**config.mk**
```make
export PLATFORM = sky130hd
export DESIGN_NAME = tenant_window_rate_limiter
export DESIGN_NICKNAME = d
export VERILOG_FILES = /design/src/twrl_pkg.sv /design/src/tenant_window_rate_limiter.sv
export SDC_FILE = /design/constraint.sdc
export NUM_CORES = 2
export LEC_CHECK = 0
export BUFFER_PORTS_ARGS = -buffer_cell sky130_fd_sc_hd__buf_4
export CAP_MARGIN = 5
export CORE_ASPECT_RATIO = 1.5
export CORE_MARGIN = 2
export CORE_UTILIZATION = 45
export DETAILED_ROUTE_END_ITERATION = 8
export HOLD_SLACK_MARGIN = 0.12
export PLACE_DENSITY = 0.63
export SLEW_MARGIN = 15
export SYNTH_ARGS = -nofsm -noshare
export SYNTH_HDL_FRONTEND = slang
export SYNTH_SLANG_ARGS = --single-unit
```
**constraint.sdc**
```tcl
create_clock -name clk -period 8.6 [get_ports clk]
set_input_delay 0 -clock clk [delete_from_list [all_inputs] [get_ports clk]]
set_output_delay 0 -clock clk [all_outputs]
set_load 0.05 [all_outputs]
```
**src/twrl_pkg.sv**
```systemverilog
// Package for the tenant window rate limiter.
// Holds event codes, verdict codes, register indexes and field widths.
// No dependencies.
package twrl_pkg;

  localparam int unsigned CntW   = 64;
  localparam int unsigned StampW = 32;
  localparam int unsigned MibW   = 20;
  localparam int unsigned MibSh  = 20;
  localparam int unsigned OpsW   = 32;
  localparam int unsigned ConnW  = 16;
  localparam int unsigned AddrW  = 4;
  localparam int unsigned DataW  = 32;

  typedef enum logic [2:0] {
    FUNC_SENT  = 3'd0,
    FUNC_RECV  = 3'd1,
    FUNC_OP    = 3'd2,
    FUNC_CHECK = 3'd3,
    FUNC_CPU   = 3'd4
  } func_t;

  typedef enum logic [2:0] {
    VERD_NONE    = 3'd0,
    VERD_INGRESS = 3'd1,
    VERD_EGRESS  = 3'd2,
    VERD_OPS     = 3'd3,
    VERD_CONNS   = 3'd4
  } verdict_t;

  typedef enum logic [1:0] {
    REG_INGRESS_LIMIT = 2'd0,
    REG_EGRESS_LIMIT  = 2'd1,
    REG_OPS_LIMIT     = 2'd2,
    REG_CONN_LIMIT    = 2'd3
  } reg_idx_t;

endpackage

```
**src/tenant_window_rate_limiter.sv**
```systemverilog
// Top level of the tenant window rate limiter: input register, one pass of
// accounting and limit checks, and the counter state that forms the result.
// Depends on twrl_pkg.
//
// Usage:
// Events enter on the request channel (func, byte_count, cpu_amount,
// open_connections, period_number) with req_valid/req_stall, and one result
// beat per event leaves on the response channel (verdict and the eight
// lifetime and throttle counters) with rsp_valid/rsp_stall.
// A beat lands in the input register, and from there the counters, verdict
// and rsp_valid are updated when the response register is free to take it;
// one event is taken every cycle while the receiver does not stall.
// The counter registers themselves carry the result, so they only change
// when a result is taken or the response register is empty.
// When the receiver stalls, the result holds and one further event is
// buffered in the input register; then req_stall rises.
// The user must write limits over the APB port while no event is in flight;
// the block does not enforce it. A synchronous reset clears all limits,
// gauges, stamps and counters and empties both registers.
module tenant_window_rate_limiter (
  input  logic                                  clk,
  input  logic                                  rst,
  input  logic                                  psel,
  input  logic                                  penable,
  input  logic                                  pwrite,
  input  logic [twrl_pkg::AddrW-1:0]            paddr,
  input  logic [twrl_pkg::DataW-1:0]            pwdata,
  output logic [twrl_pkg::DataW-1:0]            prdata,
  output logic                                  pready,
  input  logic                                  req_valid,
  output logic                                  req_stall,
  input  logic [2:0]                            func,
  input  logic [31:0]                           byte_count,
  input  logic [31:0]                           cpu_amount,
  input  logic [twrl_pkg::ConnW-1:0]            open_connections,
  input  logic [twrl_pkg::StampW-1:0]           period_number,
  output logic                                  rsp_valid,
  input  logic                                  rsp_stall,
  output logic [2:0]                            verdict,
  output logic [twrl_pkg::CntW-1:0]             total_sent,
  output logic [twrl_pkg::CntW-1:0]             total_received,
  output logic [twrl_pkg::CntW-1:0]             total_ops,
  output logic [twrl_pkg::CntW-1:0]             total_cpu,
  output logic [twrl_pkg::CntW-1:0]             throttled_ingress,
  output logic [twrl_pkg::CntW-1:0]             throttled_egress,
  output logic [twrl_pkg::CntW-1:0]             throttled_ops,
  output logic [twrl_pkg::CntW-1:0]             throttled_conns
);

  localparam int unsigned CW = twrl_pkg::CntW;
  localparam int unsigned SW = twrl_pkg::StampW;

  // Configuration registers.
  logic [twrl_pkg::MibW-1:0]  ingress_limit_mib;
  logic [twrl_pkg::MibW-1:0]  egress_limit_mib;
  logic [twrl_pkg::OpsW-1:0]  ops_limit;
  logic [twrl_pkg::ConnW-1:0] connection_limit;
  twrl_pkg::reg_idx_t         reg_idx;
  logic                       cfg_write;

  assign pready    = 1'b1;
  assign reg_idx   = twrl_pkg::reg_idx_t'(paddr[3:2]);
  assign cfg_write = psel && penable && pwrite;

  always_ff @(posedge clk) begin
    if (rst) begin
      ingress_limit_mib <= '0;
      egress_limit_mib  <= '0;
      ops_limit         <= '0;
      connection_limit  <= '0;
    end else if (cfg_write) begin
      unique case (reg_idx)
        twrl_pkg::REG_INGRESS_LIMIT: ingress_limit_mib <= pwdata[twrl_pkg::MibW-1:0];
        twrl_pkg::REG_EGRESS_LIMIT:  egress_limit_mib  <= pwdata[twrl_pkg::MibW-1:0];
        twrl_pkg::REG_OPS_LIMIT:     ops_limit         <= pwdata[twrl_pkg::OpsW-1:0];
        twrl_pkg::REG_CONN_LIMIT:    connection_limit  <= pwdata[twrl_pkg::ConnW-1:0];
        default: ;
      endcase
    end
  end

  always_comb begin
    unique case (reg_idx)
      twrl_pkg::REG_INGRESS_LIMIT:
        prdata = {{(twrl_pkg::DataW - twrl_pkg::MibW){1'b0}}, ingress_limit_mib};
      twrl_pkg::REG_EGRESS_LIMIT:
        prdata = {{(twrl_pkg::DataW - twrl_pkg::MibW){1'b0}}, egress_limit_mib};
      twrl_pkg::REG_OPS_LIMIT:
        prdata = ops_limit;
      twrl_pkg::REG_CONN_LIMIT:
        prdata = {{(twrl_pkg::DataW - twrl_pkg::ConnW){1'b0}}, connection_limit};
      default:
        prdata = '0;
    endcase
  end

  // Input register.
  logic                       in_valid;
  logic [2:0]                 in_func;
  logic [31:0]                in_bytes;
  logic [31:0]                in_cpu;
  logic [twrl_pkg::ConnW-1:0] in_conns;
  logic [SW-1:0]              in_period;
  logic                       advance;

  assign advance   = !rsp_valid || !rsp_stall;
  assign req_stall = in_valid && !advance;

  always_ff @(posedge clk) begin
    if (rst) begin
      in_valid <= 1'b0;
    end else if (!req_stall) begin
      in_valid <= req_valid;
    end
  end

  always_ff @(posedge clk) begin
    if (req_valid && !req_stall) begin
      in_func   <= func;
      in_bytes  <= byte_count;
      in_cpu    <= cpu_amount;
      in_conns  <= open_connections;
      in_period <= period_number;
    end
  end

  // Window gauges and counters.
  logic [CW-1:0] ingress_gauge, egress_gauge, ops_gauge;
  logic [SW-1:0] ingress_stamp, egress_stamp, ops_stamp;
  logic [CW-1:0] ingress_gauge_next, egress_gauge_next, ops_gauge_next;
  logic [SW-1:0] ingress_stamp_next, egress_stamp_next, ops_stamp_next;
  logic [CW-1:0] total_sent_next, total_received_next, total_ops_next, total_cpu_next;
  logic [CW-1:0] throttled_ingress_next, throttled_egress_next;
  logic [CW-1:0] throttled_ops_next, throttled_conns_next;
  logic [2:0]    verdict_next;

  logic [CW-1:0] in_cur, eg_cur, ops_cur;
  logic [CW-1:0] in_lim, eg_lim;
  logic          in_exc, eg_exc, ops_exc, conn_exc;
  logic [CW-1:0] bytes_ext;

  assign bytes_ext = {{(CW - 32){1'b0}}, in_bytes};

  // A gauge seen from another period reads as zero.
  assign in_cur  = (ingress_stamp == in_period) ? ingress_gauge : '0;
  assign eg_cur  = (egress_stamp  == in_period) ? egress_gauge  : '0;
  assign ops_cur = (ops_stamp     == in_period) ? ops_gauge     : '0;

  assign in_lim = {{(CW - twrl_pkg::MibW - twrl_pkg::MibSh){1'b0}}, ingress_limit_mib,
                   {twrl_pkg::MibSh{1'b0}}};
  assign eg_lim = {{(CW - twrl_pkg::MibW - twrl_pkg::MibSh){1'b0}}, egress_limit_mib,
                   {twrl_pkg::MibSh{1'b0}}};

  assign in_exc   = (ingress_limit_mib != '0) && (in_cur > in_lim);
  assign eg_exc   = (egress_limit_mib != '0) && (eg_cur > eg_lim);
  assign ops_exc  = (ops_limit != '0) && (ops_cur > {{(CW - twrl_pkg::OpsW){1'b0}}, ops_limit});
  assign conn_exc = (connection_limit != '0) && (in_conns > connection_limit);

  always_comb begin
    ingress_gauge_next     = ingress_gauge;
    egress_gauge_next      = egress_gauge;
    ops_gauge_next         = ops_gauge;
    ingress_stamp_next     = ingress_stamp;
    egress_stamp_next      = egress_stamp;
    ops_stamp_next         = ops_stamp;
    total_sent_next        = total_sent;
    total_received_next    = total_received;
    total_ops_next         = total_ops;
    total_cpu_next         = total_cpu;
    throttled_ingress_next = throttled_ingress;
    throttled_egress_next  = throttled_egress;
    throttled_ops_next     = throttled_ops;
    throttled_conns_next   = throttled_conns;
    verdict_next           = twrl_pkg::VERD_NONE;
    unique case (in_func)
      twrl_pkg::FUNC_SENT: begin
        total_sent_next   = total_sent + bytes_ext;
        egress_gauge_next = eg_cur + bytes_ext;
        egress_stamp_next = in_period;
      end
      twrl_pkg::FUNC_RECV: begin
        total_received_next = total_received + bytes_ext;
        ingress_gauge_next  = in_cur + bytes_ext;
        ingress_stamp_next  = in_period;
      end
      twrl_pkg::FUNC_OP: begin
        total_ops_next = total_ops + CW'(1);
        ops_gauge_next = ops_cur + CW'(1);
        ops_stamp_next = in_period;
      end
      twrl_pkg::FUNC_CHECK: begin
        // The check stops at the first exceeded limit, so later gauges
        // are only refreshed when it reaches them.
        ingress_gauge_next = in_cur;
        ingress_stamp_next = in_period;
        if (in_exc) begin
          verdict_next           = twrl_pkg::VERD_INGRESS;
          throttled_ingress_next = throttled_ingress + CW'(1);
        end else begin
          egress_gauge_next = eg_cur;
          egress_stamp_next = in_period;
          if (eg_exc) begin
            verdict_next          = twrl_pkg::VERD_EGRESS;
            throttled_egress_next = throttled_egress + CW'(1);
          end else begin
            ops_gauge_next = ops_cur;
            ops_stamp_next = in_period;
            if (ops_exc) begin
              verdict_next       = twrl_pkg::VERD_OPS;
              throttled_ops_next = throttled_ops + CW'(1);
            end else if (conn_exc) begin
              verdict_next         = twrl_pkg::VERD_CONNS;
              throttled_conns_next = throttled_conns + CW'(1);
            end
          end
        end
      end
      twrl_pkg::FUNC_CPU: begin
        total_cpu_next = total_cpu + {{(CW - 32){1'b0}}, in_cpu};
      end
      default: ;
    endcase
  end

  logic step;
  assign step = in_valid && advance;

  always_ff @(posedge clk) begin
    if (rst) begin
      rsp_valid         <= 1'b0;
      verdict           <= twrl_pkg::VERD_NONE;
      ingress_gauge     <= '0;
      egress_gauge      <= '0;
      ops_gauge         <= '0;
      ingress_stamp     <= '0;
      egress_stamp      <= '0;
      ops_stamp         <= '0;
      total_sent        <= '0;
      total_received    <= '0;
      total_ops         <= '0;
      total_cpu         <= '0;
      throttled_ingress <= '0;
      throttled_egress  <= '0;
      throttled_ops     <= '0;
      throttled_conns   <= '0;
    end else begin
      if (advance) begin
        rsp_valid <= in_valid;
      end
      if (step) begin
        verdict           <= verdict_next;
        ingress_gauge     <= ingress_gauge_next;
        egress_gauge      <= egress_gauge_next;
        ops_gauge         <= ops_gauge_next;
        ingress_stamp     <= ingress_stamp_next;
        egress_stamp      <= egress_stamp_next;
        ops_stamp         <= ops_stamp_next;
        total_sent        <= total_sent_next;
        total_received    <= total_received_next;
        total_ops         <= total_ops_next;
        total_cpu         <= total_cpu_next;
        throttled_ingress <= throttled_ingress_next;
        throttled_egress  <= throttled_egress_next;
        throttled_ops     <= throttled_ops_next;
        throttled_conns   <= throttled_conns_next;
      end
    end
  end

endmodule

```
# --- Word level (Yosys, flattened, before mapping) ---
# Index checks and enable logic that the tools add are counted.
totals:
  ff_bits: 1008
  in_bits: 158
op_classes:
  n_addsub: 11
  magnitude_cmp: 4
  n_eq_ne: 12
  n_mux: 20
  bitwise: 3
  n_reduce_logical: 40
ops:
  columns: ["cell", "count"]
  rows:
  - ["$add 64x1->64 const B", 6]
  - ["$mux 64", 6]
  - ["$pmux 64 s2", 3]
  - ["$add 64x32->64", 5]
  - ["$gt 64x40->1", 2]
  - ["$pmux 32 s2", 2]
  - ["$pmux 32 s4", 1]
  - ["$eq 32x32->1", 3]
  - ["$mux 32", 3]
  - ["$gt 64x32->1", 1]
  - ["$reduce_bool 20->1", 2]
  - ["$reduce_bool 32->1", 1]
  - ["$reduce_and 2->1", 10]
  - ["$gt 16x16->1", 1]
  - ["$reduce_bool 16->1", 1]
  - ["$mux 3", 5]
  - ["$logic_and 1x1->1", 9]
  - ["$reduce_and 4->1", 2]
  - ["$eq 3x2->1 const B", 2]
  - ["$reduce_and 3->1", 2]
  - ["$reduce_and 6->1", 1]
  - ["$reduce_bool 2->1", 3]
  - ["$reduce_and 5->1", 1]
  - ["$eq 2x2->1 const B", 2]
  - ["10 further kinds", 16]

# --- Longest topological paths before layout ---
depth:
  ltp_word: 8
  ltp_mapped: 22

# --- Worst setup path before layout ---
# No wires, ideal clock.
synth_path:
  kind: "reg2reg"
  from: "reg rsp_valid"
  to: "reg in_bytes[0] (enable)"
  arrival_time_ns: 6.053
  setup_slack_ns: 1.946
  stages_incl_launch_ff: 3
  period_less_slack_ns: 6.654
  path_cell_list: "dfxtp_1 > and3_1 > nor2b_1"
synth_between:
  elab_chain_len: 6
synth_rtl:
  columns: ["item", "line", "source"]
  rows:
  - ["from (decl)", "tenant_window_rate_limiter.sv:37", "output logic rsp_valid,"]
  - ["from (signal assigned)", "tenant_window_rate_limiter.sv:248", "rsp_valid <= in_valid;"]
  - ["$logic_not 1->1", "tenant_window_rate_limiter.sv:106", "assign advance = !rsp_valid || !rsp_stall;"]
  - ["$logic_or 1x1->1", "tenant_window_rate_limiter.sv:106", null]
  - ["$logic_not 1->1", "tenant_window_rate_limiter.sv:107", "assign req_stall = in_valid && !advance;"]
  - ["$logic_and 1x1->1", "tenant_window_rate_limiter.sv:107", null]
  - ["named net req_stall", "tenant_window_rate_limiter.sv:31", "output logic req_stall,"]
  - ["$logic_not 1->1", "tenant_window_rate_limiter.sv:118", "if (req_valid && !req_stall) begin"]
  - ["$logic_and 1x1->1", "tenant_window_rate_limiter.sv:118", null]
  - ["to (signal assigned)", "tenant_window_rate_limiter.sv:120", "in_bytes <= byte_count;"]
  - ["to (decl)", "tenant_window_rate_limiter.sv:100", "logic [31:0] in_bytes;"]
# The timed path passes the listed nets, and every way through them passes these cells.
# A chain may end at the register's enable or synchronous reset.

# --- Worst setup path after layout ---
layout_path:
  from: "reg in_period[27]"
  to: "reg throttled_conns[56] (netlist bit)"
layout_between:
  elab_chain_len: 6
  elab_cells_between_ends: 16
layout_rtl:
  columns: ["item", "line", "source"]
  rows:
  - ["from (decl)", "tenant_window_rate_limiter.sv:103", "logic [SW-1:0] in_period;"]
  - ["from (signal assigned)", "tenant_window_rate_limiter.sv:123", "in_period <= period_number;"]
  - ["$eq 32x32->1, on equally long branches", "tenant_window_rate_limiter.sv:147, tenant_window_rate_limiter.sv:145, tenant_window_rate_limiter.sv:146", null]
  - ["$mux 64, on equally long branches", "tenant_window_rate_limiter.sv:147, tenant_window_rate_limiter.sv:145, tenant_window_rate_limiter.sv:146", null]
  - ["$gt 64x32->1, or another cell as far along", "tenant_window_rate_limiter.sv:156", "assign ops_exc = (ops_limit != '0) && (ops_cur > {{(CW - twrl_pkg::OpsW){1'b0}}, ops_limit});"]
  - ["$logic_and 1x1->1, on equally long branches", "tenant_window_rate_limiter.sv:156, tenant_window_rate_limiter.sv:154, tenant_window_rate_limiter.sv:155", null]
  - ["$not 1->1 (no source line)", null, null]
  - ["$reduce_and 6->1 (no source line) (*)", null, null]
  - ["to (signal assigned)", "tenant_window_rate_limiter.sv:265", "throttled_conns <= throttled_conns_next;"]
  - ["to (decl)", "tenant_window_rate_limiter.sv:47", "output logic [twrl_pkg::CntW-1:0] throttled_conns"]
# Every way passes the cells marked *; elsewhere a longest branch is shown, timed or not.

==> key figures <==
Run status
  – Outcome: finished clean

Logic synthesis
  – Post-synth EDFFs: 115
  – Cell variety after synth: 95
  – Post-Synthesis Cells: 6904
  – Synth Cell Area: 56300 sq um
  – Ys Warns: 0
  – Main synth FF type: dfxtp_1
  – Number of synthesized register bits: 1008
  – Synthesized area per cell: 8.16 sq um
  – Ys async rst share: 0%
  – Seq/Total Area, Yosys: 37.9%
  – Syn Nets: 7321

Critical path
  – Max incr delay on CP: 1.16 ns
  – CP Class: flip-flop to flip-flop
  – CP endpoint kind: flip-flop
  – FF-to-FF End: throttled_conns[56]
  – Max Fanout on Critical Path: 32
  – R2R depth: 16
  – CP Cell Sequence: xor2_1, nor4_1, nand4_1, nor2_4, buf_4, and2_1, ha_1, nor2b_1, o211ai_1, a211o_1, a31oi_1, o211ai_1, nand3_1, or4_1, nor4_1, mux2_2
  – FF-to-FF Start: in_period[27]
  – CP max-delay cell: or4_1
  – Critical Path AT: 7.51 ns
  – Data required, critical path: 9.21 ns
  – R2R setup slack: 1.71 ns
  – Startpoint class of the critical path: flip-flop

Routing
  – DRC violations left: 0
  – Met2 Wirelength: 96600 microns
  – Initial DRC Count: 3342
  – DR pass1 iterations: 7
  – Vias per cell: 5.84
  – Met3 routed WL: 11300 microns
  – ANT nets after route: 0
  – Met1 WL: 73400 microns
  – Via count: 54843
  – Top layer in use: met5
  – Wire per inst: 20.7 microns
  – DRT Wirelength: 194000 microns

Timing
  – Setup clock skew after layout: 0.0307 ns
  – Fin crit period: 6.89 ns
  – RSZ-0062 raised after global routing: false
  – Count of final setup violators: 0
  – Final slew viol count: 0
  – Hold Fails Final Rpt: 0
  – Measured slew at the worst slew-check pin: 1.17 ns
  – Fmax: 145 MHz
  – Relative slew slack: 22.0%
  – Period utilisation layout: 80.2%
  – Sum Neg Setup Slack: 0 ns

Die
  – DIE HEIGHT: 437 microns
  – Die area: 128000 sq um
  – Cell Rows: 159
  – Die Span X: 293 microns
  – Initial Util: 45.2%
  – # IOs: 708
  – Core ar.: 125000 sq um

Clocking
  – Cts repair resizes: 0
  – CTS sink cnt: 1008
  – Clk_lat worst skew: 0.72 ns
  – CTS clock-pin slew for the worst setup and hold paths: 0.06 ns
  – CTS max path bufs: 3
  – Hold-fix buffers at CTS: 305
  – Htree depth: 3
  – Clock buffer count from CTS: 103
  – Root buffer selected by CTS: clkbuf_16
  – Post-CTS setup buffer count: 0
  – CTS tree: yes

Placement
  – Routability Congestion: 0.921
  – Post-DP HPWL: 139000 microns
  – PortBufs: 704

Global route
  – Congestion Overflow GR: 0
  – First-pass GRT wire length: 298000 microns
  – Initial antenna violation count: 9
  – GRT Total Usage: 29.1%
  – Pin count of the biggest net entering global routing: 186
  – Via count of the first global-routing pass: 52644

Min path
  – Worst Min Path Start: pwdata[18]
  – Hold EP: ingress_limit_mib[18]
  – Hold path cells: 4
  – Worst Hold Class: input pin to flip-flop

Final layout
  – Synthesis-to-finish area growth: 23.2%
  – Final Net Count: 8099
  – Final design utilization: 55.6%
  – Layout cells sized above 1: 14.2%

Pwr
  – Power consumption: 0.0106 W
  – Combinational power share: 7.4%
  – Leak: 27.0 nW
  – Sw Share: 24.7%
  – Sw power: 0.00262 W
  – PwrDens: 153 nW/um^2
  – Sequential power share: 46.2%
  – P_int: 0.00799 W
  – Clk network pwr share: 46.4%
  – Peak supply drop: 166 uV

Flow run
  – Max Cap Violations: 0
==> power groups by stage <==
stage	clock network, W	logic [W]	registers (W)
detailed placement	0	0.000669	0.00501
global route	0.00519	0.000852	0.00491
global placement	0	0.000662	0.00501
finish	0.00492	0.000786	0.00490
CTS	0.00500	0.000781	0.00490
floorplan	0	0.000428	0.00499
==> worst max path at each step <==
stage	from	to	slack [ns]	cells after the start
global placement	in_period[27]	throttled_conns[60]	1.77	16
floorplan	rsp_valid	in_bytes[0]	1.95	2
finish	in_period[27]	throttled_conns[56]	1.71	16
detailed placement	in_period[27]	throttled_conns[56]	1.68	16
CTS	in_period[27]	throttled_conns[38]	1.67	16
global route	in_period[27]	throttled_conns[42]	1.40	16
==> synthesized netlist by cell type, drive strengths merged, types with 120 or more instances <==
| library cell | instances | area (sq um) |
|---|---|---|
| dfxtp | 893 | 17900 |
| nand2 | 893 | 3350 |
| a21oi | 638 | 3200 |
| nor2 | 545 | 2050 |
| clkbuf | 319 | 1200 |
| nand3 | 274 | 1380 |
| inv | 260 | 976 |
| ha | 254 | 3180 |
| xnor2 | 247 | 2160 |
| o21ai | 241 | 1210 |
| xor2 | 193 | 1690 |
| and2 | 180 | 1130 |
| nand4 | 170 | 1060 |
| nor4 | 148 | 938 |
| and3 | 142 | 888 |
| nor3 | 128 | 663 |
| or3 | 120 | 751 |
==> cells in the final DEF, fill, tap and decap left out, drive strengths merged, types with 40 or more instances in the layout <==
cell | synthesis | routed
or2 | 40 | 40
a31oi | 54 | 54
a22oi | 44 | 44
nor3 | 128 | 128
clkbuf | 319 | 148
o211ai | 55 | 55
a211oi | 53 | 53
dlygate4sd3 | 0 | 305
dfxtp | 893 | 893
nor2 | 545 | 545
xnor2 | 247 | 247
or4 | 72 | 72
a21oi | 638 | 638
nand2 | 893 | 893
mux2 | 45 | 45
nand4 | 170 | 170
edfxtp | 115 | 115
nor4 | 148 | 148
nor2b | 68 | 68
buf | 82 | 769
and3 | 142 | 142
nand3 | 274 | 274
and2 | 180 | 180
xor2 | 193 | 193
inv | 260 | 264
o21ai | 241 | 241
and4 | 57 | 57
a21o | 108 | 108
or3 | 120 | 120
ha | 254 | 254
==> metrics by stage <==
| stage | instance area, sq um | worst slack, ns | hold slack [ns] | instances |
|---|---|---|---|---|
| 2_1_floorplan | 56300 | 1.95 | 0.0989 | 6904 |
| 3_3_place_gp | 62600 | 1.77 | 0.179 | 8882 |
| 3_5_place_dp | 62700 | 1.68 | 0.179 | 8882 |
| 4_1_cts | 69400 | 1.67 | 0.122 | 9378 |
| 5_1_grt | 69400 | 1.40 | 0.140 | 9384 |
| 6_report | 69400 | 1.71 | 0.172 | 9385 |
==> layer usage <==
metal / vias up / GRT usage (%)
met5: - / 0
met4: 6 / 16.9
li1: 26330 / -
met2: 1672 / 52.0
met3: 450 / 5.29
met1: 26385 / 32.0
==> cells by family (layout without fill, tap and decap cells) <==
| group | after synthesis | in the layout | synth area share, % |
|---|---|---|---|
| AOI/OAI and AO/OA | 1539 | 1539 | 17.1 |
| DFF | 1008 | 1008 | 37.9 |
| other | 1 | 8 | 0.00666 |
| adders and majority gates | 259 | 259 | 5.82 |
| xor gates and xnor gates | 440 | 440 | 6.84 |
| and+or+nand+nor | 2922 | 2922 | 26.0 |
| buffers and inverters | 661 | 1525 | 4.60 |
| muxes | 74 | 74 | 1.77 |
==> area by class of cell <==
cell class / instances / area [sq um]
clock inverters: 43 / 628
diodes: 7 / 17.5
fillers: 11463 / 55300
clock buffers: 148 / 3020
well taps: 1610 / 2010
multi-input cells: 5235 / 32500
inverters: 260 / 978
flip-flops and latches: 1008 / 21300
repair buffers: 1074 / 8860
==> registers in the layout, indices dropped and copies added (netlist names), 64 cells and up <==
register,cells
total_ops,64
total_cpu,64
ops_gauge,64
ingress_gauge,64
throttled_egress,64
throttled_ops,64
throttled_conns,64
throttled_ingress,64
egress_gauge,64
total_sent,64
total_received,64
==> critical path, delay by kind of cell, from the launching register on <==
family                   cells  cell delay (ns)
XOR/XNOR                     1             0.20
multiplexers                 1             0.37
buffers and inverters        1             0.37
flip-flops                   1             0.49
AND/OR/NAND/NOR              8             4.25
AO/OA/AOI/OAI                4             0.78
adder cells (fa/ha/maj)      1             0.25
(Power assumes the default switching activity.)
